### src/design/hdg_pkg.sv
// package: constants, lane types and arctangent table for the haversine geofence pipeline
`timescale 1ns / 1ps

package hdg_pkg;

    // lane count and step counts of the cell chains
    localparam int NLANE        = 4;
    localparam int DIV_STEPS    = 32;
    localparam int CORDIC_STEPS = 24;
    localparam int SQRT_STEPS   = 32;

    // pipeline positions of the sideband chain
    localparam int POS_ROT_INIT = DIV_STEPS + 1;
    localparam int POS_ROT0     = DIV_STEPS + 2;
    localparam int POS_P1       = DIV_STEPS + CORDIC_STEPS + 2;
    localparam int POS_P2       = POS_P1 + 1;
    localparam int POS_P3       = POS_P1 + 2;
    localparam int POS_SQRT0    = POS_P1 + 3;
    localparam int POS_VEC0     = POS_SQRT0 + SQRT_STEPS;
    localparam int POS_D1       = POS_VEC0 + CORDIC_STEPS;
    localparam int DEPTH        = POS_D1 + 1;

    // lane roles
    localparam int LANE_LAT1 = 0;
    localparam int LANE_LAT2 = 1;
    localparam int LANE_DLAT = 2;
    localparam int LANE_DLON = 3;

    // degree-to-angle conversion: q = floor((mag * 2^k + DIV_HALF) / DIV_DEN)
    localparam logic [21:0] DIV_DEN  = 22'd3515625;
    localparam logic [21:0] DIV_HALF = 22'd1757812;

    // fixed point constants
    localparam logic signed [32:0] CORDIC_GAIN = 33'sd652032874;
    localparam logic signed [32:0] Q30_ONE     = 33'sd1073741824;
    localparam logic signed [31:0] LAT_LIMIT   = 32'sd900000000;
    localparam logic signed [31:0] LON_LIMIT   = 32'sd1800000000;
    localparam logic [29:0]        R_PI_LO     = 30'd828894924;
    localparam logic [63:0]        ROUND_HALF  = 64'h0000_0020_0000_0000;
    localparam logic [24:0]        RADIUS_RST  = 25'd1000;

    typedef struct packed {
        logic        valid;
        logic        err;
    } side_t;

    typedef struct packed {
        logic [21:0] rem;
        logic [31:0] word;
        logic        neg;
    } div_lane_t;

    typedef struct packed {
        logic signed [32:0] x;
        logic signed [32:0] y;
        logic signed [32:0] z;
        logic               flip;
    } rot_lane_t;

    typedef struct packed {
        logic [63:0] rem;
        logic [63:0] root;
    } sqrt_lane_t;

    typedef struct packed {
        logic signed [34:0] x;
        logic signed [34:0] y;
        logic signed [33:0] z;
    } vec_lane_t;

    // arctangent of 2^-i as a binary angle
    function automatic logic [31:0] atan_bam(input logic [4:0] i);
        logic [31:0] r;
        case (i)
            5'd0:    r = 32'h20000000;
            5'd1:    r = 32'h12E4051E;
            5'd2:    r = 32'h09FB385B;
            5'd3:    r = 32'h051111D4;
            5'd4:    r = 32'h028B0D43;
            5'd5:    r = 32'h0145D7E1;
            5'd6:    r = 32'h00A2F61E;
            5'd7:    r = 32'h00517C55;
            5'd8:    r = 32'h0028BE53;
            5'd9:    r = 32'h00145F2F;
            5'd10:   r = 32'h000A2F98;
            5'd11:   r = 32'h000517CC;
            5'd12:   r = 32'h00028BE6;
            5'd13:   r = 32'h000145F3;
            5'd14:   r = 32'h0000A2FA;
            5'd15:   r = 32'h0000517D;
            5'd16:   r = 32'h000028BE;
            5'd17:   r = 32'h0000145F;
            5'd18:   r = 32'h00000A30;
            5'd19:   r = 32'h00000518;
            5'd20:   r = 32'h0000028C;
            5'd21:   r = 32'h00000146;
            5'd22:   r = 32'h000000A3;
            5'd23:   r = 32'h00000051;
            5'd24:   r = 32'h00000029;
            5'd25:   r = 32'h00000014;
            5'd26:   r = 32'h0000000A;
            5'd27:   r = 32'h00000005;
            5'd28:   r = 32'h00000003;
            5'd29:   r = 32'h00000001;
            5'd30:   r = 32'h00000001;
            default: r = 32'h00000000;
        endcase
        return r;
    endfunction

endpackage

### src/design/hdg_rot_cell.sv
// one rotation step of the sine/cosine cordic
`timescale 1ns / 1ps

module hdg_rot_cell (
    input  logic              clk,
    input  logic              adv,
    input  logic [4:0]        step,
    input  hdg_pkg::rot_lane_t d,
    output hdg_pkg::rot_lane_t q
);

    hdg_pkg::rot_lane_t q_reg;
    hdg_pkg::rot_lane_t q_next;
    logic signed [32:0] dx;
    logic signed [32:0] dy;
    logic signed [32:0] at;

    // rotate toward zero residual angle
    always_comb
    begin
        dx          = d.y >>> step;
        dy          = d.x >>> step;
        at          = signed'({1'b0, hdg_pkg::atan_bam(step)});
        q_next.flip = d.flip;
        if (!d.z[32])
        begin
            q_next.x = d.x - dx;
            q_next.y = d.y + dy;
            q_next.z = d.z - at;
        end
        else
        begin
            q_next.x = d.x + dx;
            q_next.y = d.y - dy;
            q_next.z = d.z + at;
        end
    end

    always_ff @(posedge clk)
    begin
        if (adv)
        begin
            q_reg <= q_next;
        end
    end

    assign q = q_reg;

endmodule

### config.mk
export PLATFORM = sky130hd
export DESIGN_NAME = hdg_rot_cell
export DESIGN_NICKNAME = d
export VERILOG_FILES = /design/src/design/hdg_pkg.sv /design/src/design/hdg_rot_cell.sv
export SDC_FILE = /design/constraint.sdc
export NUM_CORES = 1
export LEC_CHECK = 0
export BUFFER_PORTS_ARGS = -buffer_cell sky130_fd_sc_hd__buf_4
export CORE_ASPECT_RATIO = 0.75
export CORE_MARGIN = 3
export CORE_UTILIZATION = 45
export CTS_CLUSTER_SIZE = 12
export DETAILED_ROUTE_END_ITERATION = 10
export GPL_TIMING_DRIVEN = 0
export PLACE_DENSITY = 0.74
export SLEW_MARGIN = 20
export SYNTH_ARGS = -nofsm -noshare
export SYNTH_HDL_FRONTEND = slang
export SYNTH_SLANG_ARGS = --single-unit
### constraint.sdc
create_clock -name clk -period 10.2 [get_ports clk]
set_clock_uncertainty 0.15 [all_clocks]
set_input_delay 2.04 -clock clk [delete_from_list [all_inputs] [get_ports clk]]
set_output_delay 2.04 -clock clk [all_outputs]
set_load 0.03 [all_outputs]
==> results of run 1 <==
==> metrics by stage <==
| step | cell area, µm² | hold WS [ns] |
|---|---|---|
| floorplan | 15000 | 1.99 |
| global placement | 17100 | 2.07 |
| detailed placement | 17100 | 2.07 |
| CTS | 17400 | 1.67 |
| global route | 17400 | 1.68 |
| finish | 17400 | 1.69 |
==> kinds of logic (layout without fill, tap and decap cells) <==
logic type	after synthesis	count (layout)	share of synthesized area
compound gates	518	518	0.226
xor+xnor	171	171	0.0998
mux	181	181	0.190
buf+inv	142	355	0.0430
fa+ha+maj	109	109	0.0924
flops	100	100	0.200
simple gates	457	457	0.149
==> cells in the final DEF, fill, tap and decap left out, types with 10 or more instances in the layout <==
master | netlist | final
a31oi_1 | 28 | 28
nand2b_1 | 24 | 24
a21o_1 | 46 | 46
nor2_1 | 154 | 154
inv_1 | 47 | 47
a221oi_1 | 10 | 10
buf_4 | 7 | 208
mux2i_1 | 81 | 81
nand3_1 | 21 | 21
clkbuf_1 | 38 | 36
nand2_1 | 107 | 107
mux2_2 | 21 | 21
o22ai_1 | 19 | 19
or2_2 | 10 | 10
nand4_1 | 11 | 11
a22oi_1 | 14 | 14
a211oi_1 | 16 | 16
buf_2 | 30 | 30
mux4_2 | 74 | 74
and2_1 | 22 | 22
o21bai_1 | 19 | 19
o21a_1 | 17 | 17
nor3_1 | 26 | 25
and3_1 | 16 | 16
ha_1 | 106 | 106
a21oi_1 | 155 | 155
xnor2_1 | 101 | 101
o21ai_0 | 84 | 84
nor2b_1 | 19 | 19
xor2_1 | 70 | 70
edfxtp_1 | 100 | 100
==> timing repair <==
action,4_1_cts,5_1_grt
pin swaps,0,0
setup endpoints to repair,5,19
buffers inserted,0,0
resized for setup,2,1
==> where the power goes <==
group / switching, W / internal, W
registers: 0.0000320 / 0.000614
clock network: 0.000181 / 0.000190
logic: 0.00101 / 0.000613
total: 0.00123 / 0.00142
==> Yosys cell counts, drive strengths merged (14+ instances only) <==
library cell and n:
a31oi 28, nand2b 24, mux4 79, inv 48, nand2 107, a21oi 155
o22ai 19, and3 16, nor2b 19, o21a 17, nand3 21, o21bai 19
buf 54, nor2 154, xnor2 101, and2 23, nor3 26, o21ai 84
a211oi 16, edfxtp 100, ha 106, a21o 46, clkbuf 38, mux2i 81
xor2 70, mux2 21, a22oi 14
==> layout make-up <==
cell class,count,share of cell area
Tap cell,442,0.0318
Timing Repair Buffer,202,0.0874
Sequential cell,100,0.173
Clock buffer,9,0.0130
Inverter,50,0.0108
Clock inverter,6,0.00367
Multi-Input combinational cell,1436,0.655
Buffer,88,0.0255
==> routing by layer <==
| layer | vias to the layer above | track usage | part of all wire |
|---|---|---|---|
| met5 | - | 0 | 0 |
| met4 | 0 | 0.102 | 0.029 |
| met3 | 128 | 0.127 | 0.13 |
| met2 | 1094 | 0.529 | 0.40 |
| met1 | 7606 | 0.543 | 0.44 |
| li1 | 6844 | - | - |
==> final timing paths <==
kind              end  depth (start not counted)
max   q[31]$_DFFE_PP_                         24
min    q[0]$_DFFE_PP_                          1
==> critical path, delay by kind of cell <==
kind            cells  cell delay [ns]
simple gates        8             2.70
xor+xnor            2             0.36
fa+ha+maj           1             0.41
buf+inv             7             2.57
compound gates      6             1.91
==> impl_metrics.csv, run 1 <==
group,metric,value,unit
status,outcome,"finished clean",
finish,final-seq-area,3000,µm²
grt,grt_pass1_vias,14900,
route,drt_drc_violations_left,0,
grt,antenna_found_initial,0,
timing,drv_slew,0,
synth,synthCells,1678,
worst_setup_path,cp_common_cell,"buf_2",
timing,period_needed,10.02,ns
timing,tns,0,ns
clock_network,cts_max_level,3,
power,total_power,0.00264,W
worst_setup_path,start_kind,"input pin",
grt,grt_pass1_wl,98.9,mm
synth,yosysWarnings,0,
hold_path,hp-class,"input pin to flop",
synth,synth_top_cell_by_area,"edfxtp_1",
synth,ys_ff_latch,100,
route,finalWirelength,68.2,mm
floorplan,die_h,164,µm
synth,synth_edf_count,100,
grt,grt_overflow_total,0,
floorplan,core,32600,µm²
finish,largest_register_ffs,100,
route,wl_per_cell,29.2,µm
synth,synth_cell_type_count,86,
floorplan,dieArea,35600,µm²
timing,rsz0062_at_grt,"no",
placement,dp_hpwl,54.1,mm
clock_network,path_clk_slew,0.08,ns
route,first_pass_iters,6,
floorplan,die_x,217,µm
worst_setup_path,worstPathCellList,"clkbuf_1, buf_2, buf_2, buf_2, buf_2, buf_2, buf_1, nand2_1, a211oi_1, nand3_1, nor4_2, nor2_1, xnor2_1, ha_1, and4_1, and2_1, a41o_1, nor3_1, nor2_1, o21ai_0, o21a_1, o21bai_1, a21oi_1, xnor2_1",
placement,place.gp.congestion,1.03,
floorplan,initial_utilization,0.460,
synth,synth_top_area_frac,0.200,
power,p_leak,7.19,nW
grt,grt_start_max_net_pins,101,
worst_setup_path,crit_type,"input pin to flop",
clock_network,tritoncts,"built",
synth,synthTopCellsByArea,"edfxtp_1 (20%), mux4_2 (11%), ha_1 (8.8%), xnor2_1 (5.9%), mux2i_1 (5.4%)",
finish,finalNetCount,2103,
placement,port-buffer-count,202,
timing,layout_setup_ws,0.184,ns
timing,fmax,0.0998,GHz
flow_run,maxCapViolations,0,
route,vias,15700,
clock_network,hold_buffers,0,
grt,groute.usage.overall,0.374,
placement,dp.cells,2322,
worst_setup_path,worstSetupStartpoint,"step[3]",
finish,antenna_cells,0,
hold_path,min-delay-start,"d[0]",
timing,fin_crit_sh,0.982,
clock_network,clock_tree.buffer_depth,2,
worst_setup_path,path_max_fanout,10,
clock_network,cts_buffers,9,
route,dr.first_iter.drc_count,2178,
synth,synth_area_per_cell,8.94,µm²
timing,hold_viol_final,0,
timing,finalSetupViolCount,0,
worst_setup_path,cp-end-kind,"flop",
synth,syn-cell-area,15000,µm²
worst_setup_path,crit_arrival,10.01,ns
synth,ys.flop_type,"edfxtp_1",
clock_network,cts.sinks,100,
timing,max_slew.worst_pin.slew,1.21,ns
route,ant_nets,0,
finish,drive_gt1_frac,0.204,
placement,pre_cts_ws,-0.641,ns
floorplan,rows,57,
finish,areaGrowthSynthToFinish,15.8,%
worst_setup_path,required,10.20,ns
synth,seq_area_frac_synth,0.200,
worst_setup_path,critPathSlowestCell,"nor4_2",
finish,utilization,0.533,
route,vias_per_cell,6.72,
finish,multi_input_area,11400,µm²
power,powerDensity,152,nW/µm²
synth,async_flop_share,0,
worst_setup_path,slowest_delay,0.78,ns
finish,layoutNonFillerInstCount,2333,
clock_network,cts_root_buf,"clkbuf_16",
power,ir_worst_vdd,0.000106,V
timing,relSlewSlack,0.185,
finish,fillers,3011,
floorplan,ioPinCount,207,
synth,syn-num-nets,1894,
Note: power is estimated with default switching activity, not from simulation.
==> inputs of run 2 (changes only) <==
--- a/config.mk
+++ b/config.mk
@@ -5,6 +5,7 @@
 export SDC_FILE = /design/constraint.sdc
 export NUM_CORES = 1
 export LEC_CHECK = 0
+export ABC_AREA = 1
 export BUFFER_PORTS_ARGS = -buffer_cell sky130_fd_sc_hd__buf_4
 export CORE_ASPECT_RATIO = 0.75
 export CORE_MARGIN = 3
==> constraint.sdc (replaced) <==
create_clock -name clk -period 10.2 [get_ports clk]
set_clock_uncertainty 0.15 [all_clocks]
set_input_delay 1.53 -clock clk [delete_from_list [all_inputs] [get_ports clk]]
set_output_delay 1.53 -clock clk [all_outputs]
set_load 0.03 [all_outputs]
==> run 2 against run 1 <==
Net effect:
- worst setup slack improved by 2.7 ns
- hold slack got worse by 0.53 ns
- die area increased by 0.58%
- critical path type unchanged
- highest routed layer is now met5
==> impl_metrics.csv, run 2 <==
group,metric,value,unit
finish,drive_gt1_frac,0.119,
route,ant_nets,0,
worst_setup_path,crit_type,"input pin to flop",
clock_network,clock_tree.buffer_depth,2,
finish,areaGrowthSynthToFinish,15.8,%
clock_network,cts_root_buf,"clkbuf_16",
clock_network,post_cts_resized,0,
synth,ys.flop_type,"edfxtp_1",
clock_network,hold_buffers,0,
synth,synthTopCellsByArea,"nand2_1 (21%), edfxtp_1 (20%), nand3_1 (12%), ha_1 (8.8%), xor2_1 (6.3%)",
synth,synth_top_area_frac,0.206,
route,dr.first_iter.drc_count,2274,
placement,port-buffer-count,201,
timing,tns,0,ns
floorplan,die_x,218,µm
hold_path,hp-class,"input pin to flop",
synth,synthCells,2459,
placement,postPlaceCellArea,17200,µm²
finish,layout_common_cells,"nand2_1 (829), nand3_1 (359), inv_1 (218)",
timing,drv_slew,0,
finish,finalNetCount,2887,
grt,grt_start_max_net_pins,101,
clock_network,cts_buffers,9,
power,powerDensity,154,nW/µm²
route,vias,18300,
synth,syn-cell-area,15100,µm²
worst_setup_path,crit_arrival,7.32,ns
placement,place.gp.congestion,1.04,
synth,synth_edf_count,100,
worst_setup_path,cp.buffers_inverters,7,
synth,synth_cell_type_count,53,
worst_setup_path,path_max_fanout,13,
power,seqPwrFrac,0.241,
power,total_power,0.00269,W
synth,async_flop_share,0,
clock_network,post-cts-setup-buffers,0,
power,p_switching,0.00132,W
timing,relSlewSlack,0.280,
grt,groute.usage.overall,0.374,
placement,dp.cells,3102,
floorplan,dieArea,35800,µm²
flow_run,maxCapViolations,0,
synth,yosysWarnings,0,
worst_setup_path,start_kind,"input pin",
synth,synthMostInstantiatedCell,"nand2_1",
worst_setup_path,cp_top_family,"simple AND/OR/NAND/NOR gates",
timing,fmax,0.137,GHz
grt,antenna_found_initial,1,
floorplan,die_h,165,µm
synth,synth_area_per_cell,6.14,µm²
worst_setup_path,critPathSlowestCell,"clkbuf_1",
synth,synth_common_cells,"nand2_1 (829), nand3_1 (359), inv_1 (218)",
placement,pre_cts_ws,2.52,ns
clock_network,cts_max_level,3,
synth,synth_top_cell_by_area,"nand2_1",
grt,grt_pass1_vias,16700,
grt,grt_pass1_wl,101,mm
grt,grt_overflow_total,0,
timing,rsz0062_at_grt,"no",
route,drt_drc_violations_left,0,
route,finalWirelength,68.9,mm
timing,hold_viol_final,0,
synth,syn-num-nets,2675,
floorplan,initial_utilization,0.461,
worst_setup_path,cp_common_cell,"nand2_1",
power,p_leak,8.81,nW
synth,ys_ff_latch,100,
power,p_comb_frac,0.612,
timing,max_slew.worst_pin.slew,1.08,ns
clock_network,tritoncts,"built",
power,ir_worst_vdd,0.000116,V
floorplan,rows,57,
finish,stdcell_area,17500,µm²
finish,largest_register_ffs,100,
floorplan,ioPinCount,207,
worst_setup_path,slowest_delay,0.78,ns
route,vias_per_cell,5.86,
clock_network,path_clk_slew,0.08,ns
route,first_pass_iters,6,
timing,finalSetupViolCount,0,
power,clockPowerShare,0.147,
clock_network,cts.sinks,100,
status,outcome,"finished clean",
timing,period_needed,7.32,ns
power,p_sw_frac,0.493,
floorplan,core,32700,µm²
timing,fin_crit_sh,0.718,
finish,final_common_cell,"nand2_1",
timing,layout_setup_ws,2.88,ns
worst_setup_path,cp-end-kind,"flop",
finish,layoutNonFillerInstCount,3117,
worst_setup_path,required,10.20,ns
placement,dp_hpwl,57.0,mm
route,wl_per_cell,22.1,µm
power,p_int,0.00136,W
synth,seq_area_frac_synth,0.199,
run 2: cell count changes in the layout (fill, tap and decap cells not counted), sizes merged, moves of 52 or more:
cell | previous run | this run
nand2 | 107 | 842
xnor2 | 101 | 49
mux4 | 79 | 0
nand3 | 21 | 363
mux2i | 81 | 0
inv | 50 | 231
run 2: power groups by stage:
stage | Combinational, W | Sequential (W) | Clock, W
global route | 0.00177 | 0.000660 | 0.000417
finish | 0.00164 | 0.000648 | 0.000394
global placement | 0.00158 | 0.000655 | 0
CTS | 0.00160 | 0.000650 | 0.000405
floorplan | 0.000826 | 0.000885 | 0
detailed placement | 0.00159 | 0.000658 | 0
run 2: final timing paths:
kind	endpoint	startpoint	cells after the start	slack, ns
worst max-delay path	q[66]$_DFFE_PP_	step[1]	29	2.88
worst min-delay path	q[0]$_DFFE_PP_	d[0]	1	1.16
run 2: final cells by class:
type                       count  area [µm²]
clock buffer                   9         225
tap                          442         553
multi-input combinational   2047       10800
antenna                        1        2.50
clock inverter                 5        85.1
inverter                     231         867
timing repair buffer         201        1510
buffer                        81         414
sequential                   100        3000
fill                        3366       15300
run 2: kinds of logic (layout without fill, tap and decap cells):
group                    count (synthesis)  count (layout)  synth area share
AO/OA/AOI/OAI                          311             311             0.119
XOR/XNOR                               157             157            0.0911
adder cells (fa/ha/maj)                109             109            0.0918
buffers and inverters                  312             527            0.0849
flip-flops                             100             100             0.199
other                                    0               1                 0
AND/OR/NAND/NOR                       1470            1470             0.415
run 2: metrics by stage:
| stage | hold slack, ns | utilization |
|---|---|---|
| 2_1_floorplan | 1.48 | - |
| 5_1_grt | 1.16 | 0.534 |
| 3_3_place_gp | 1.56 | 0.524 |
| 6_report | 1.16 | 0.534 |
| 3_5_place_dp | 1.56 | 0.524 |
| 4_1_cts | 1.15 | 0.534 |
run 2: routing by layer:
metal  up-vias  track usage  share of wire
met4         6        0.116          0.031
met3       156        0.156           0.15
li1       8588            -              -
met1      8373        0.528           0.43
met2      1150        0.514           0.38
met5         -            0         0.0011
==> inputs of run 3 (changes only) <==
==> constraint.sdc (replaced) <==
create_clock -name clk -period 6.9 [get_ports clk]
set_clock_uncertainty 0.15 [all_clocks]
set_input_delay 1.035 -clock clk [delete_from_list [all_inputs] [get_ports clk]]
set_output_delay 1.035 -clock clk [all_outputs]
set_load 0.03 [all_outputs]
==> run 3 against run 2 <==
Net effect:
- combinational power grew 48%
- critical path depth did not move
- first-iteration DRC count down 5.0%
- worst setup slack got worse by 2.5 ns
- via count is 0.20% higher
- largest cell class unchanged
- largest power group unchanged
==> impl_metrics.csv, run 3 (synthesized netlist as in run 2, its figures left out) <==
group,metric,value,unit
status,outcome,"finished clean",
route,dr.first_iter.drc_count,2161,
finish,final_common_cell,"nand2_1",
timing,rsz0062_at_grt,"no",
timing,hold_viol_final,0,
worst_setup_path,cp_top_family,"simple AND/OR/NAND/NOR gates",
grt,grt_pass1_vias,16700,
clock_network,cts_buffers,9,
clock_network,tritoncts,"built",
worst_setup_path,cp_common_cell,"nand2_1",
worst_setup_path,path_max_fanout,13,
placement,dp.cells,3102,
timing,drv_slew,0,
flow_run,maxCapViolations,0,
placement,port-buffer-count,201,
finish,areaGrowthSynthToFinish,15.8,%
floorplan,rows,57,
floorplan,core,32700,µm²
hold_path,hp-class,"input pin to flop",
finish,antenna_cells,0,
floorplan,die_x,218,µm
clock_network,path_clk_slew,0.08,ns
worst_setup_path,crit_arrival,6.56,ns
finish,finalNetCount,2887,
route,first_pass_iters,6,
timing,fmax,0.153,GHz
power,total_power,0.00398,W
worst_setup_path,cp.buffers_inverters,7,
clock_network,cts_root_buf,"clkbuf_16",
finish,layout_common_cells,"nand2_1 (829), nand3_1 (359), inv_1 (218)",
grt,grt_overflow_total,0,
finish,layoutNonFillerInstCount,3116,
clock_network,clock_tree.buffer_depth,2,
finish,drive_gt1_frac,0.119,
worst_setup_path,start_kind,"input pin",
placement,dp_hpwl,57.0,mm
worst_setup_path,slowest_delay,0.76,ns
timing,period_needed,6.56,ns
grt,grt_start_max_net_pins,101,
floorplan,dieArea,35800,µm²
route,vias_per_cell,5.88,
grt,grt_pass1_wl,101,mm
worst_setup_path,cp-end-kind,"flop",
worst_setup_path,required,6.90,ns
grt,groute.usage.overall,0.374,
worst_setup_path,crit_type,"input pin to flop",
timing,fin_crit_sh,0.950,
power,ir_worst_vdd,0.000172,V
route,drt_drc_violations_left,0,
route,ant_nets,0,
clock_network,cts_max_level,3,
placement,place.gp.congestion,1.04,
timing,max_slew.worst_pin.slew,1.12,ns
clock_network,hold_buffers,0,
finish,largest_register_ffs,100,
route,wl_per_cell,22.1,µm
finish,utilization,0.534,
floorplan,ioPinCount,207,
floorplan,die_h,165,µm
grt,antenna_found_initial,1,
clock_network,cts.sinks,100,
route,vias,18300,
timing,finalSetupViolCount,0,
worst_setup_path,critPathSlowestCell,"clkbuf_1",
timing,relSlewSlack,0.252,
route,finalWirelength,68.8,mm
floorplan,initial_utilization,0.461,
power,powerDensity,227,nW/µm²
power,p_leak,8.81,nW
run 3: cell types whose count changed in the layout (fill, tap and decap cells not counted):
cell	before	now
buf_1	20	19
clkdlybuf4s15_1	0	1
a21boi_1	1	0
a21boi_2	0	1
diode_2	1	0
run 3: report_power, final:
part | switching [W] | total [W] | leakage, nW | internal [W]
Combinational | 0.00164 | 0.00243 | 7.68 | 0.000787
Clock | 0.000269 | 0.000586 | 0.148 | 0.000317
Sequential | 0.0000478 | 0.000958 | 0.979 | 0.000911
Total | 0.00196 | 0.00398 | 8.81 | 0.00201
run 3: per-stage QoR:
step,setup slack [ns],instance area [µm²],hold slack [ns],TNS [ns]
5_1_grt,0.204,17500,0.663,0
4_1_cts,0.124,17500,0.658,0
2_1_floorplan,1.96,15100,0.984,0
3_5_place_dp,-0.287,17200,1.06,-0.287
3_3_place_gp,-0.255,17200,1.06,-0.255
6_report,0.344,17500,0.660,0
run 3: layout make-up:
| type | count | area (µm²) |
|---|---|---|
| clock inverter | 5 | 85.1 |
| buffer | 81 | 420 |
| timing repair buffer | 201 | 1510 |
| sequential | 100 | 3000 |
| multi-input combinational | 2047 | 10800 |
| tap | 442 | 553 |
| clock buffer | 9 | 225 |
| fill | 3367 | 15300 |
| inverter | 231 | 867 |
run 3: path summary, 6_finish.rpt:
check / startpoint / end / slack, ns / depth (start not counted)
hold / removal: d[0] / q[0]$_DFFE_PP_ / 0.66 / 1
setup / recovery: step[1] / q[66]$_DFFE_PP_ / 0.34 / 29
run 3: repair_timing:
action,CTS,global route
setup buffers,0,0
resized for setup,0,2
endpoints found under the setup margin,0,1
run 3: layer usage:
metal	wire length (µm)	track usage	vias to the layer above
met4	2110	0.116	6
met2	26500	0.514	1172
met3	10200	0.156	144
li1	-	-	8577
met5	38	0	-
met1	30000	0.528	8410
