==> src/design/hdg_pkg.sv <==
// package: constants, lane types and arctangent table for the haversine geofence pipeline
`timescale 1ns / 1ps

package hdg_pkg;

    // lane count and step counts of the cell chains
    localparam int NLANE        = 4;
    localparam int DIV_STEPS    = 32;
    localparam int CORDIC_STEPS = 24;
    localparam int SQRT_STEPS   = 32;

    // pipeline positions of the sideband chain
    localparam int POS_ROT_INIT = DIV_STEPS + 1;
    localparam int POS_ROT0     = DIV_STEPS + 2;
    localparam int POS_P1       = DIV_STEPS + CORDIC_STEPS + 2;
    localparam int POS_P2       = POS_P1 + 1;
    localparam int POS_P3       = POS_P1 + 2;
    localparam int POS_SQRT0    = POS_P1 + 3;
    localparam int POS_VEC0     = POS_SQRT0 + SQRT_STEPS;
    localparam int POS_D1       = POS_VEC0 + CORDIC_STEPS;
    localparam int DEPTH        = POS_D1 + 1;

    // lane roles
    localparam int LANE_LAT1 = 0;
    localparam int LANE_LAT2 = 1;
    localparam int LANE_DLAT = 2;
    localparam int LANE_DLON = 3;

    // degree-to-angle conversion: q = floor((mag * 2^k + DIV_HALF) / DIV_DEN)
    localparam logic [21:0] DIV_DEN  = 22'd3515625;
    localparam logic [21:0] DIV_HALF = 22'd1757812;

    // fixed point constants
    localparam logic signed [32:0] CORDIC_GAIN = 33'sd652032874;
    localparam logic signed [32:0] Q30_ONE     = 33'sd1073741824;
    localparam logic signed [31:0] LAT_LIMIT   = 32'sd900000000;
    localparam logic signed [31:0] LON_LIMIT   = 32'sd1800000000;
    localparam logic [29:0]        R_PI_LO     = 30'd828894924;
    localparam logic [63:0]        ROUND_HALF  = 64'h0000_0020_0000_0000;
    localparam logic [24:0]        RADIUS_RST  = 25'd1000;

    typedef struct packed {
        logic        valid;
        logic        err;
    } side_t;

    typedef struct packed {
        logic [21:0] rem;
        logic [31:0] word;
        logic        neg;
    } div_lane_t;

    typedef struct packed {
        logic signed [32:0] x;
        logic signed [32:0] y;
        logic signed [32:0] z;
        logic               flip;
    } rot_lane_t;

    typedef struct packed {
        logic [63:0] rem;
        logic [63:0] root;
    } sqrt_lane_t;

    typedef struct packed {
        logic signed [34:0] x;
        logic signed [34:0] y;
        logic signed [33:0] z;
    } vec_lane_t;

    // arctangent of 2^-i as a binary angle
    function automatic logic [31:0] atan_bam(input logic [4:0] i);
        logic [31:0] r;
        case (i)
            5'd0:    r = 32'h20000000;
            5'd1:    r = 32'h12E4051E;
            5'd2:    r = 32'h09FB385B;
            5'd3:    r = 32'h051111D4;
            5'd4:    r = 32'h028B0D43;
            5'd5:    r = 32'h0145D7E1;
            5'd6:    r = 32'h00A2F61E;
            5'd7:    r = 32'h00517C55;
            5'd8:    r = 32'h0028BE53;
            5'd9:    r = 32'h00145F2F;
            5'd10:   r = 32'h000A2F98;
            5'd11:   r = 32'h000517CC;
            5'd12:   r = 32'h00028BE6;
            5'd13:   r = 32'h000145F3;
            5'd14:   r = 32'h0000A2FA;
            5'd15:   r = 32'h0000517D;
            5'd16:   r = 32'h000028BE;
            5'd17:   r = 32'h0000145F;
            5'd18:   r = 32'h00000A30;
            5'd19:   r = 32'h00000518;
            5'd20:   r = 32'h0000028C;
            5'd21:   r = 32'h00000146;
            5'd22:   r = 32'h000000A3;
            5'd23:   r = 32'h00000051;
            5'd24:   r = 32'h00000029;
            5'd25:   r = 32'h00000014;
            5'd26:   r = 32'h0000000A;
            5'd27:   r = 32'h00000005;
            5'd28:   r = 32'h00000003;
            5'd29:   r = 32'h00000001;
            5'd30:   r = 32'h00000001;
            default: r = 32'h00000000;
        endcase
        return r;
    endfunction

endpackage

==> src/design/hdg_vec_cell.sv <==
// one vectoring step of the atan2 cordic
`timescale 1ns / 1ps

module hdg_vec_cell (
    input  logic              clk,
    input  logic              adv,
    input  logic [4:0]        step,
    input  hdg_pkg::vec_lane_t d,
    output hdg_pkg::vec_lane_t q
);

    hdg_pkg::vec_lane_t q_reg;
    hdg_pkg::vec_lane_t q_next;
    logic signed [34:0] dx;
    logic signed [34:0] dy;
    logic signed [33:0] at;

    // drive y toward zero, accumulate the angle
    always_comb
    begin
        dx = d.y >>> step;
        dy = d.x >>> step;
        at = signed'({2'b00, hdg_pkg::atan_bam(step)});
        if (!d.y[34])
        begin
            q_next.x = d.x + dx;
            q_next.y = d.y - dy;
            q_next.z = d.z + at;
        end
        else
        begin
            q_next.x = d.x - dx;
            q_next.y = d.y + dy;
            q_next.z = d.z - at;
        end
    end

    always_ff @(posedge clk)
    begin
        if (adv)
        begin
            q_reg <= q_next;
        end
    end

    assign q = q_reg;

endmodule

==> config.mk <==
export PLATFORM = sky130hd
export DESIGN_NAME = hdg_vec_cell
export DESIGN_NICKNAME = d
export VERILOG_FILES = /design/src/design/hdg_pkg.sv /design/src/design/hdg_vec_cell.sv
export SDC_FILE = /design/constraint.sdc
export NUM_CORES = 1
export LEC_CHECK = 0
export ABC_AREA = 1
export BUFFER_PORTS_ARGS = -buffer_cell sky130_fd_sc_hd__buf_2
export CAP_MARGIN = 20
export CORE_MARGIN = 2
export CORE_UTILIZATION = 53
export DETAILED_ROUTE_END_ITERATION = 6
export HOLD_SLACK_MARGIN = 0.06
export PLACE_DENSITY = 0.74
export SLEW_MARGIN = 25
export SYNTH_ARGS = -nofsm -noshare
export SYNTH_HDL_FRONTEND = slang
export SYNTH_SLANG_ARGS = --single-unit
==> constraint.sdc <==
create_clock -name clk -period 5 [get_ports clk]
set_clock_uncertainty 0.05 [all_clocks]
set_input_delay 0.25 -clock clk [delete_from_list [all_inputs] [get_ports clk]]
set_output_delay 0.25 -clock clk [all_outputs]
set_load 0.05 [all_outputs]
==> results of run 1 <==
power by group:
part           switching (mW)  internal (mW)
logic                    2.63           1.10
registers              0.0520           1.30
clock network           0.337          0.332
total                    3.02           2.73
layout make-up:
class                           count  area (sq um)
Antenna cell                        1          2.50
Sequential cell                   104          3120
Clock inverter                      3          20.0
Multi-Input combinational cell   2249         11800
Clock buffer                       11           233
Fill cell                        3081         12000
Inverter                          278          1050
Tap cell                          396           495
Timing Repair Buffer              314          1940
worst max-delay path, delay by kind of cell:
family | cells | cell delay [ps]
and+or+nand+nor | 16 | 1590
AOI/OAI and AO/OA | 5 | 1290
buffers and inverters | 9 | 1270
adders and majority gates | 1 | 350
cells by family after synthesis:
kind of cell               count (synthesis)  synth area share
AOI/OAI and AO/OA                        370             0.128
DFF                                      104             0.190
and+or+nand+nor                         1609             0.417
buffers and inverters                    367            0.0935
adders and majority gates                116            0.0897
xor gates and xnor gates                 154            0.0821
metrics by stage:
stage,cells,utilization
floorplan,2720,-
global placement,3341,0.600
detailed placement,3341,0.600
CTS,3355,0.609
global route,3356,0.609
finish,3356,0.609
routing by layer:
metal  vias to the layer above  GRT usage  share of wire  wire length [um]
li1                       9536          -              -                 -
met1                      8931      0.481           0.42             25500
met2                      1004      0.574           0.44             26800
met3                       181     0.0627          0.092              5620
met4                         0      0.168          0.048              2950
met5                         -          0              0                 0
cells in the final DEF, fill, tap and decap left out, types with 4 or more instances in the layout:
cell	instances
sky130_fd_sc_hd__nor2_2	10
sky130_fd_sc_hd__nor4_1	13
sky130_fd_sc_hd__nand2_2	16
sky130_fd_sc_hd__o21ai_0	121
sky130_fd_sc_hd__buf_2	213
sky130_fd_sc_hd__nor3_1	19
sky130_fd_sc_hd__a21boi_0	7
sky130_fd_sc_hd__buf_12	9
sky130_fd_sc_hd__clkbuf_16	9
sky130_fd_sc_hd__inv_1	269
sky130_fd_sc_hd__buf_4	92
sky130_fd_sc_hd__nand4_1	17
sky130_fd_sc_hd__inv_2	7
sky130_fd_sc_hd__a31oi_1	30
sky130_fd_sc_hd__a211oi_1	4
sky130_fd_sc_hd__o22ai_1	5
sky130_fd_sc_hd__xor2_1	112
sky130_fd_sc_hd__nand3_2	7
sky130_fd_sc_hd__ha_1	113
sky130_fd_sc_hd__nand3_1	417
sky130_fd_sc_hd__a21o_1	8
sky130_fd_sc_hd__o21a_1	6
sky130_fd_sc_hd__xnor2_1	42
sky130_fd_sc_hd__o221ai_1	7
sky130_fd_sc_hd__o211ai_1	15
sky130_fd_sc_hd__a21oi_1	145
sky130_fd_sc_hd__nor2_1	223
sky130_fd_sc_hd__edfxtp_1	104
sky130_fd_sc_hd__o21ai_1	7
sky130_fd_sc_hd__nand2_1	869
sky130_fd_sc_hd__nand3b_1	8
worst min path at each step:
stage	start	to	depth (start not counted)
CTS	d[34]	q[34]	2
global placement	d[34]	q[34]	2
floorplan	adv	q[0]	0
detailed placement	d[34]	q[34]	2
finish	d[34]	q[34]	2
global route	d[34]	q[34]	2
timing repair:
item	in CTS	in global routing
endpoints found under the hold margin	0	0
resized for setup	0	1
setup endpoints to repair	0	1
==> results.md, run 1 <==
Clock network:
- The H-tree level count is 3.
- Clock-pin slew was measured on the worst setup and hold paths at 70 ps.
- The clock tree buffer depth is 2.
- The total clock sinks is 104.
- The number of buffers inserted by hold repair at cts is 0.
- The total CTS buffers is 9.
- TritonCTS built the clock tree.
- The CTS root buffer is sky130_fd_sc_hd__clkbuf_16.
- Once the clock tree was built, the setup fixing pass inserted 0 buffers.

Timing:
- The final critical-path share of the clock period is 0.935.
- The worst-case headroom to the max-slew limit is 0.479.
- Setup violations remaining at the end of the flow were counted as 0.
- After layout, the minimum clock period comes to 4670 ps.
- Across all setup checks in the final design, the least slack found is 327 ps.
- The worst hold slack is roughly 150 ps.
- Static timing analysis puts the maximum clock frequency at 214 MHz.
- Setup repair after global routing left no endpoint under its margin.
- The final-report hold violation count was 0.
- The actual slew at the worst max-slew pin is around 780 ps.
- The number of pins exceeding their max-slew limit in the final report is 0.
- For the final routed database, the setup TNS stands at 0 ps.

Floorplanning:
- The placement row count is 64.
- 215 I/O pins were placed.
- The floorplan step set the die width to 180 um.
- The starting density of the core is 0.537.
- The die extent in y is ~180 um.
- The die covers around 0.032 sq mm.
- The floorplan core area is 0.0306 sq mm.

Placement:
- The estimated wirelength of the detail-placed design is about 50000 um.
- The count of port buffers added during placement is 214.
- The weighted congestion reported at the end of routability-driven placement is slightly above 1.
- Prior to clock tree synthesis, the placed netlist has a worst setup slack of 50.0 ps.
- In this run the cell area measured after placement is around 0.018 sq mm.

Critical path:
- The data required time of the critical path is 5090 ps.
- The destination of the critical timing path is q[68].
- The longest individual stage delay on the worst path is 470 ps.
- STA classifies the critical path endpoint as a flip-flop.
- The setup path with the least slack is of type in -> reg.
- The slowest stage of the critical path is the sky130_fd_sc_hd__a31oi_1 cell.
- The launch point of the critical path is step[2].
- The largest fanout of any net on the critical path is 48.
- STA classifies the critical path startpoint as a primary input.
- The most frequent cell on the critical path is sky130_fd_sc_hd__nand2_1.
- The critical path arrival is 4760 ps.

Logic synthesis:
- By count the netlist is led by 869 x sky130_fd_sc_hd__nand2_1, 417 x sky130_fd_sc_hd__nand3_1, 270 x sky130_fd_sc_hd__inv_1.
- The fraction of registers with async set/reset is 0.
- The netlist uses 51 different library cells.
- The share of synthesized area in the top cell type comes to 0.199.
- In this run, synthesis produced a sequential element count of 104.
- In this run the mean area of a mapped cell was approximately 6 sq um.
- By area the synthesized netlist is led by sky130_fd_sc_hd__nand2_1 20%, sky130_fd_sc_hd__edfxtp_1 19%, sky130_fd_sc_hd__nand3_1 13%.
- The share of the yosys chip area belonging to registers is 0.190.
- The mapped cell area is 0.0164 sq mm.
- The synthesized design contains 104 enable-type register cells.
- The number of warning messages in the yosys log is 0.
- The net count of the mapped netlist is ~2900.
- The synthesized instance count is 2720.
- The most common cell in the netlist is sky130_fd_sc_hd__nand2_1.
- The synthesized design spends more area on one cell type than any other, namely sky130_fd_sc_hd__nand2_1.
- The most used flip-flop cell after synthesis is sky130_fd_sc_hd__edfxtp_1.

Power:
- The power per cell area is 308 mW/mm^2.
- Summed over all cells, the static leakage comes to roughly 9.6 nW.
- The peak supply drop is about 340 uV.
- The total power is about 5.7 mW.

Min path:
- In this run the worst hold path is classified as in -> reg.

Cells and area:
- In the final layout, the share of cells above drive strength 1 is 0.128.
- The final net count is 3183.
- The number of flip-flops under the largest register name is 104.
- From synthesis to final layout, the design area changed by 13.4%.
- With fillers left out, the area of the finished cells amounts to 0.0186 sq mm.

GRT:
- In the global route stage, overall resource usage came out at 0.362.
- The first global-routing pass estimated 93700 um of wire.
- The initial antenna violation count was 1.
- The pin count of the biggest net entering global routing is 68.
- Summed over all layers, the global routing overflow is 0.
- The number of global-route vias before repair was 18006.

Route:
- The routed wirelength normalized by instance count is 18.2 um.
- Using the TritonRoute via totals, the vias-per-cell ratio works out to 5.86.
- Before antenna repair, the detailed router went through 7 iterations.
- The number of remaining DRC errors is 0.
- The violation count after the first detailed-routing iteration is 1923.
- Wires add up to 60900 um.
- The detail route stage leaves a number of antenna-violating nets equal to 0.
- The overall via count from detail_route is 19652.

Status:
- The flow ran to the end, and the final reports show no timing, DRC or antenna violations.

Run:
- The count of maximum capacitance violations is 0.
Note: power is estimated with default switching activity, not from simulation.
==> run 2, diff against run 1 <==
--- a/config.mk
+++ b/config.mk
@@ -5,14 +5,16 @@
 export SDC_FILE = /design/constraint.sdc
 export NUM_CORES = 1
 export LEC_CHECK = 0
-export ABC_AREA = 1
+export ABC_AREA = 0
 export BUFFER_PORTS_ARGS = -buffer_cell sky130_fd_sc_hd__buf_2
 export CAP_MARGIN = 20
+export CELL_PAD_IN_SITES_DETAIL_PLACEMENT = 1
+export CELL_PAD_IN_SITES_GLOBAL_PLACEMENT = 1
 export CORE_MARGIN = 2
-export CORE_UTILIZATION = 53
+export CORE_UTILIZATION = 46
 export DETAILED_ROUTE_END_ITERATION = 6
 export HOLD_SLACK_MARGIN = 0.06
-export PLACE_DENSITY = 0.74
+export PLACE_DENSITY_LB_ADDON = 0.1
 export SLEW_MARGIN = 25
 export SYNTH_ARGS = -nofsm -noshare
 export SYNTH_HDL_FRONTEND = slang
==> run 2 against run 1 <==
Effect of this change:
- the run now fails in clock tree synthesis
- area after synthesis is 1.1% higher
- synthesized cell count decreased by 31%
==> results.md, run 2 <==
Status:
- Result of the run: did not finish (was finished, final reports clean).
- The flow stopped in clock tree synthesis.
- The tool reported: "[ERROR DPL-0033] detailed placement checks failed during check placement".

Logic synthesis:
- The number of register bits inferred by synthesis came to 104 (unchanged).
- The top cell type by total area after synthesis is sky130_fd_sc_hd__edfxtp_1 (was sky130_fd_sc_hd__nand2_1).
- The fraction of post-synthesis cell area in the top cell type by area came to 0.188 (was 0.199).
- The synthesized area divided by synthesized cell count is 8.82 sq um (was 6.04 sq um).
- The number of warning messages in the yosys log was 0 (unchanged).
- The most common cell in the netlist was sky130_fd_sc_hd__nor2_1 (was sky130_fd_sc_hd__nand2_1).
- The share of the yosys chip area belonging to registers came to 0.188 (was 0.190).
- The number of flops mapped to enable cells by yosys is 104 (unchanged).
- The leading register cell type out of synthesis is sky130_fd_sc_hd__edfxtp_1 (unchanged).
- The mapped cell area is 0.0166 sq mm (was 0.0164 sq mm).
- Largest cells by area after synthesis: sky130_fd_sc_hd__edfxtp_1 19%, sky130_fd_sc_hd__mux4_2 12%, sky130_fd_sc_hd__ha_1 8.5% (was sky130_fd_sc_hd__nand2_1 20%, sky130_fd_sc_hd__edfxtp_1 19%, sky130_fd_sc_hd__nand3_1 13%).
- The distinct cell type count after synthesis is 91 (was 51).
- The fraction of registers with async set/reset was 0 (unchanged).
- The net count of the mapped netlist was 2110 (was 2947).
- The synthesized instance count is 1883 (was 2720).
- Top post-synthesis cells by count: 169 x sky130_fd_sc_hd__nor2_1, 149 x sky130_fd_sc_hd__a21oi_1, 125 x sky130_fd_sc_hd__nand2_1 (was 869 x sky130_fd_sc_hd__nand2_1, 417 x sky130_fd_sc_hd__nand3_1, 270 x sky130_fd_sc_hd__inv_1).

Placement:
- The count of port buffers added during placement is 214 (unchanged).
- The estimated wirelength of the detail-placed design came to 80600 um (was 50500 um).
- The placed instance area is 0.0241 sq mm (was 0.0184 sq mm).
- The weighted congestion reported at the end of routability-driven placement was 1.08 (was 1.03).
- The worst setup slack after placement was -1660 ps (was 50.0 ps).

Clock network:
- The number of buffers inserted by hold repair at cts is 0 (unchanged).
- The total clock sinks is 104 (unchanged).
- The post-cts sizing count came to 356 (was 0).
- The clock tree buffer depth was 2 (unchanged).
- The number of setup buffers added after CTS is 137 (was 0).
- The H-tree level count was 3 (unchanged).
- The total CTS buffers is 9 (unchanged).
- The CTS root buffer is sky130_fd_sc_hd__clkbuf_16 (unchanged).

Floorplanning:
- The die outline width is 194 um (was 180 um).
- The starting density of the core is 0.467 (was 0.537).
- The number of top-level pins is 215 (unchanged).
- The placement row count is 69 (was 64).
- The die extent in y is 194 um (was 180 um).
==> run 2: cell count changes after synthesis, moves of 66 or more <==
cell,before,now
sky130_fd_sc_hd__mux2i_1,0,73
sky130_fd_sc_hd__nand2_1,869,125
sky130_fd_sc_hd__inv_1,270,46
sky130_fd_sc_hd__mux4_2,0,90
sky130_fd_sc_hd__xnor2_1,42,108
sky130_fd_sc_hd__nand3_1,417,32
==> run 2: kinds of logic after synthesis <==
kind of cell	count (synthesis)	share of synthesized area
AO/OA/AOI/OAI	591	0.239
multiplexers	196	0.189
XOR/XNOR	169	0.0892
flip-flops	104	0.188
buffers and inverters	166	0.0455
adder cells (fa/ha/maj)	116	0.0888
AND/OR/NAND/NOR	541	0.160
==> run 2: metrics by stage <==
| stage | TNS (ps) | instances |
|---|---|---|
| after floorplan | -7610 | 1883 |
| after global placement | -35470 | 3242 |
| after detailed placement | -61800 | 3242 |
==> run 3, diff against run 2 <==
--- a/config.mk
+++ b/config.mk
@@ -8,13 +8,10 @@
 export ABC_AREA = 0
 export BUFFER_PORTS_ARGS = -buffer_cell sky130_fd_sc_hd__buf_2
 export CAP_MARGIN = 20
-export CELL_PAD_IN_SITES_DETAIL_PLACEMENT = 1
-export CELL_PAD_IN_SITES_GLOBAL_PLACEMENT = 1
 export CORE_MARGIN = 2
-export CORE_UTILIZATION = 46
+export CORE_UTILIZATION = 38
 export DETAILED_ROUTE_END_ITERATION = 6
-export HOLD_SLACK_MARGIN = 0.06
-export PLACE_DENSITY_LB_ADDON = 0.1
+export PLACE_DENSITY_LB_ADDON = 0.15
 export SLEW_MARGIN = 25
 export SYNTH_ARGS = -nofsm -noshare
 export SYNTH_HDL_FRONTEND = slang
==> run 3 against run 2 <==
Effect of this change:
- the flow now finishes, with violations (negative setup slack)
- synthesized cell count stayed put
- area after synthesis stayed put
==> results.md, run 3 <==
Status:
- Result of the run: complete, but fails checks (was did not finish).
- The checks that failed: negative setup slack.

Logic synthesis:
- The distinct cell type count after synthesis was 91 (unchanged).
- The post-synthesis share of cell area spent on xor and xnor gates was 0.0892 (unchanged).
- The area fraction in and, or, nand and nor cells after synthesis was 0.160 (unchanged).
- The share of the yosys chip area belonging to registers was 0.188 (unchanged).
- The synthesized instance count is 1883 (unchanged).
- The net count of the mapped netlist is 2110 (unchanged).
- Top post-synthesis cells by count: 169 x sky130_fd_sc_hd__nor2_1, 149 x sky130_fd_sc_hd__a21oi_1, 125 x sky130_fd_sc_hd__nand2_1 (unchanged).
- Largest cells by area after synthesis: sky130_fd_sc_hd__edfxtp_1 19%, sky130_fd_sc_hd__mux4_2 12%, sky130_fd_sc_hd__ha_1 8.5% (unchanged).
- The fraction of synthesized area in multiplexers is 0.189 (unchanged).
- The leading register cell type out of synthesis is sky130_fd_sc_hd__edfxtp_1 (unchanged).
- The fraction of post-synthesis cell area in the top cell type by area is 0.188 (unchanged).
- The fraction of the mapped netlist area in adder cells is 0.0888 (unchanged).
- The number of warning messages in the yosys log was 0 (unchanged).
- The dominant combinational cell family by area after synthesis was compound AO/OA/AOI/OAI gates (unchanged).
- The number of register bits inferred by synthesis was 104 (unchanged).
- The complex-gate fraction of the synthesized area came to 0.239 (unchanged).
- The synthesized area divided by synthesized cell count came to 8.82 sq um (unchanged).
- The mapped cell area is 0.0166 sq mm (unchanged).
- The fraction of registers with async set/reset came to 0 (unchanged).
- The top cell type by total area after synthesis is sky130_fd_sc_hd__edfxtp_1 (unchanged).
- The most common cell in the netlist is sky130_fd_sc_hd__nor2_1 (unchanged).
- The number of flops mapped to enable cells by yosys is 104 (unchanged).

Power:
- The leakage component of the power is 12.4 nW.
- Of the total power, the share spent switching nets is 0.454.
- The combinational share of power is 0.705.
- The net switching power of the design is 3.36 mW.
- Across the VDD grid, the largest voltage drop is about 380 uV.
- The clock power share is 0.113.
- The internal portion of the total power is 4.03 mW.
- The share of total power dissipated in sequential elements is 0.182.
- Power spread over the standard cell area amounts to 272 mW/mm^2.

Cells and area:
- Across the whole layout, storage elements account for around 0.0031 sq mm.
- The final layout contains about 3100 nets.
- From synthesis to final layout, the design area changed by 63.7%.
- After the flow finishes, the layout carries non-filler instances totaling 3499.
- Leaving out fill and tap cells, the most frequent cells in the layout are 860 x sky130_fd_sc_hd__buf_4, 205 x sky130_fd_sc_hd__buf_2, 155 x sky130_fd_sc_hd__nor2_1, 122 x sky130_fd_sc_hd__a21oi_1, 117 x sky130_fd_sc_hd__nand2_1.
- The total inserted antenna cells is 0.
- The number of flip-flops under the largest register name is 104.
- Fill cells in the final layout number between 3000 and 4000.
- The final design utilization is 0.631.
- Summing all multi-input logic gate instances after layout gives about 0.014 sq mm.
- The commonest non-fill, non-tap cell in the layout is sky130_fd_sc_hd__buf_4.
- The fraction of final layout cells sized beyond drive strength 1 is 0.523.

Timing:
- Across all hold checks on the routed design, the worst slack comes to roughly 180 ps.
- The final-layout setup total negative slack is -6500 ps.
- Measured against its own limit, the worst slew margin works out to 0.457.
- In the finished design, the share of the clock period the worst path needs comes to 1.12.
- The final-report hold violation count is 0.
- Setup repair after global routing could not meet its margin everywhere.
- The number of pins exceeding their max-slew limit in the final report is 0.
- Once routing completed, OpenROAD measured the worst setup slack at -602 ps.
- The number of endpoints failing setup at the final stage is 23.
- The actual slew at the worst max-slew pin is about 820 ps.
- Based on the critical path, the design can be clocked at up to roughly 180 MHz.
- The minimum clock period after layout is 5600 ps.

Clock network:
- The total clock sinks was 104 (unchanged).
- The TritonCTS clock tree is built.
- The H-tree level count was 3 (unchanged).
- The total CTS buffers is 9 (unchanged).
- The CTS root buffer is sky130_fd_sc_hd__clkbuf_16 (unchanged).
- The clock tree buffer depth is 2 (unchanged).
- Clock-pin slew was measured on the worst setup and hold paths at 80 ps.

Min path:
- Counting instances, the worst hold path has a depth of 2.
- In this run the worst hold path is classified as in -> reg.
- The endpoint with the worst hold slack is q[34].
- The startpoint identified for the worst hold timing path is d[34].

Floorplanning:
- The number of top-level pins is 215 (unchanged).
- The die outline width was 213 um (was 194 um).
- The floorplan core area is 0.0431 sq mm.
- The placement row count is 76 (was 69).
- The starting density of the core was 0.385 (was 0.467).
- The floorplan step defined a die boundary enclosing 0.0454 sq mm.
- The die extent in y is 213 um (was 194 um).

Critical path:
- The critical path class is in -> reg.
- The largest fanout of any net on the critical path is 6.
- The data required time of the critical path is 5100 ps.
- The critical path arrival is 5700 ps.
- The critical path endpoint category is a flip-flop.
- The element type at the critical path start is a primary input.

Route:
- For this block, the via count after detailed routing is ~20000.
- The number of remaining DRC errors is 0.
- Using the TritonRoute via totals, the vias-per-cell ratio works out to between 5 and 6.
- The final routed wirelength across all metal layers is 80900 um.
- For this block, the initial DRC count from the detailed router was 1682.
- The iteration count of the initial detailed-routing pass is 6.
- The routed wirelength normalized by instance count is 23.1 um.
- The remaining antenna violation count after routing is 0.

Placement:
- The count of port buffers added during placement is 214 (unchanged).
- The estimated wirelength of the detail-placed design is 64100 um (was 80600 um).
- The weighted congestion reported at the end of routability-driven placement is 1.01 (was 1.08).
- The total instance count after detailed placement was 3383 (was 3242).
- The worst setup slack after placement was -1410 ps (was -1660 ps).

GRT:
- The pin count of the biggest net entering global routing is 54.
- The sum of overflow across all layers after global routing is 0.
- The global-route usage over all layers is 0.350.
- The first global-routing pass estimated 119000 um of wire.
- The number of global-route vias before repair is 19711.
- The initial antenna violation count is 1.

Run:
- The count of maximum capacitance violations is 0.
## run 3: cell counts after synthesis
Identical to the previous run, type by type.
## run 3: cell families (layout without fill, tap and decap cells)
group / count (synthesis) / count (layout)
XOR/XNOR: 169 / 169
multiplexers: 196 / 196
flip-flops: 104 / 104
AO/OA/AOI/OAI: 591 / 591
AND/OR/NAND/NOR: 541 / 541
buffers and inverters: 166 / 1197
adder cells (fa/ha/maj): 116 / 116
## run 3: how the worst max path moves through the flow
stage                     startpoint     end  slack [ps]  cells past startpoint
after global routing         step[2]   q[98]        -760                     29
after detailed placement     step[0]  q[102]       -1410                     25
after CTS                    step[2]   q[98]        -680                     28
final                          d[53]   q[98]        -600                     28
after global placement       step[0]  q[102]       -1340                     25
after floorplan              step[0]  q[102]       -1060                     29
## run 3: critical path, cell delays in order
cell and delay [ps]:
sky130_fd_sc_hd__buf_4 140, sky130_fd_sc_hd__buf_12 130, sky130_fd_sc_hd__mux4_2 510, sky130_fd_sc_hd__a22oi_2 170, sky130_fd_sc_hd__o21ai_1 90, sky130_fd_sc_hd__nor2_1 150, sky130_fd_sc_hd__ha_2 210, sky130_fd_sc_hd__inv_2 30
sky130_fd_sc_hd__a2111o_1 460, sky130_fd_sc_hd__nor4_4 240, sky130_fd_sc_hd__nand4bb_1 160, sky130_fd_sc_hd__or4_4 460, sky130_fd_sc_hd__nor2_4 130, sky130_fd_sc_hd__a31oi_2 60, sky130_fd_sc_hd__o31ai_4 110, sky130_fd_sc_hd__buf_4 170
sky130_fd_sc_hd__ha_4 190, sky130_fd_sc_hd__a21o_1 180, sky130_fd_sc_hd__a21o_1 210, sky130_fd_sc_hd__a221oi_2 270, sky130_fd_sc_hd__o21ai_1 90, sky130_fd_sc_hd__a221o_1 340, sky130_fd_sc_hd__a41o_1 240, sky130_fd_sc_hd__buf_6 130
sky130_fd_sc_hd__a31o_4 210, sky130_fd_sc_hd__a21o_1 160, sky130_fd_sc_hd__a21oi_2 130, sky130_fd_sc_hd__xnor2_1 70
## run 3: layer usage
layer	wire length (um)	share of wire	up-vias	GRT usage
met5	13	0.00016	-	0
met4	2370	0.029	2	0.107
met3	5690	0.070	125	0.0500
met2	38100	0.47	825	0.582
met1	34800	0.43	9946	0.471
li1	-	-	9290	-
## run 3: timing repair
action	in CTS	in global routing
setup buffers	67	45
pin swaps	73	101
gates resized for setup	172	151
endpoints found under the hold margin	0	0
cloned	6	1
hold buffers	0	0
setup endpoints to repair	47	54
## run 3: cell type report
type                       count  share of cell area
clock buffer                   9             0.00829
multi-input combinational   1613               0.523
timing repair buffer        1132               0.316
tap                          585              0.0269
sequential                   104               0.115
inverter                      49             0.00732
clock inverter                 7             0.00373
## run 3: power groups by stage
stage	clock (mW)	sequential, mW	combinational, mW
finish	0.832	1.35	5.21
detailed placement	0	1.36	4.64
global route	0.874	1.37	5.52
CTS	0.851	1.35	4.93
floorplan	0	2.18	1.88
global placement	0	1.36	4.62
## run 3: per-stage QoR
step,power [mW],cell area [sq um]
after global routing,7.77,27200
final,7.39,27200
after global placement,5.98,24300
after CTS,7.13,26200
after floorplan,4.07,17000
after detailed placement,6.01,24300
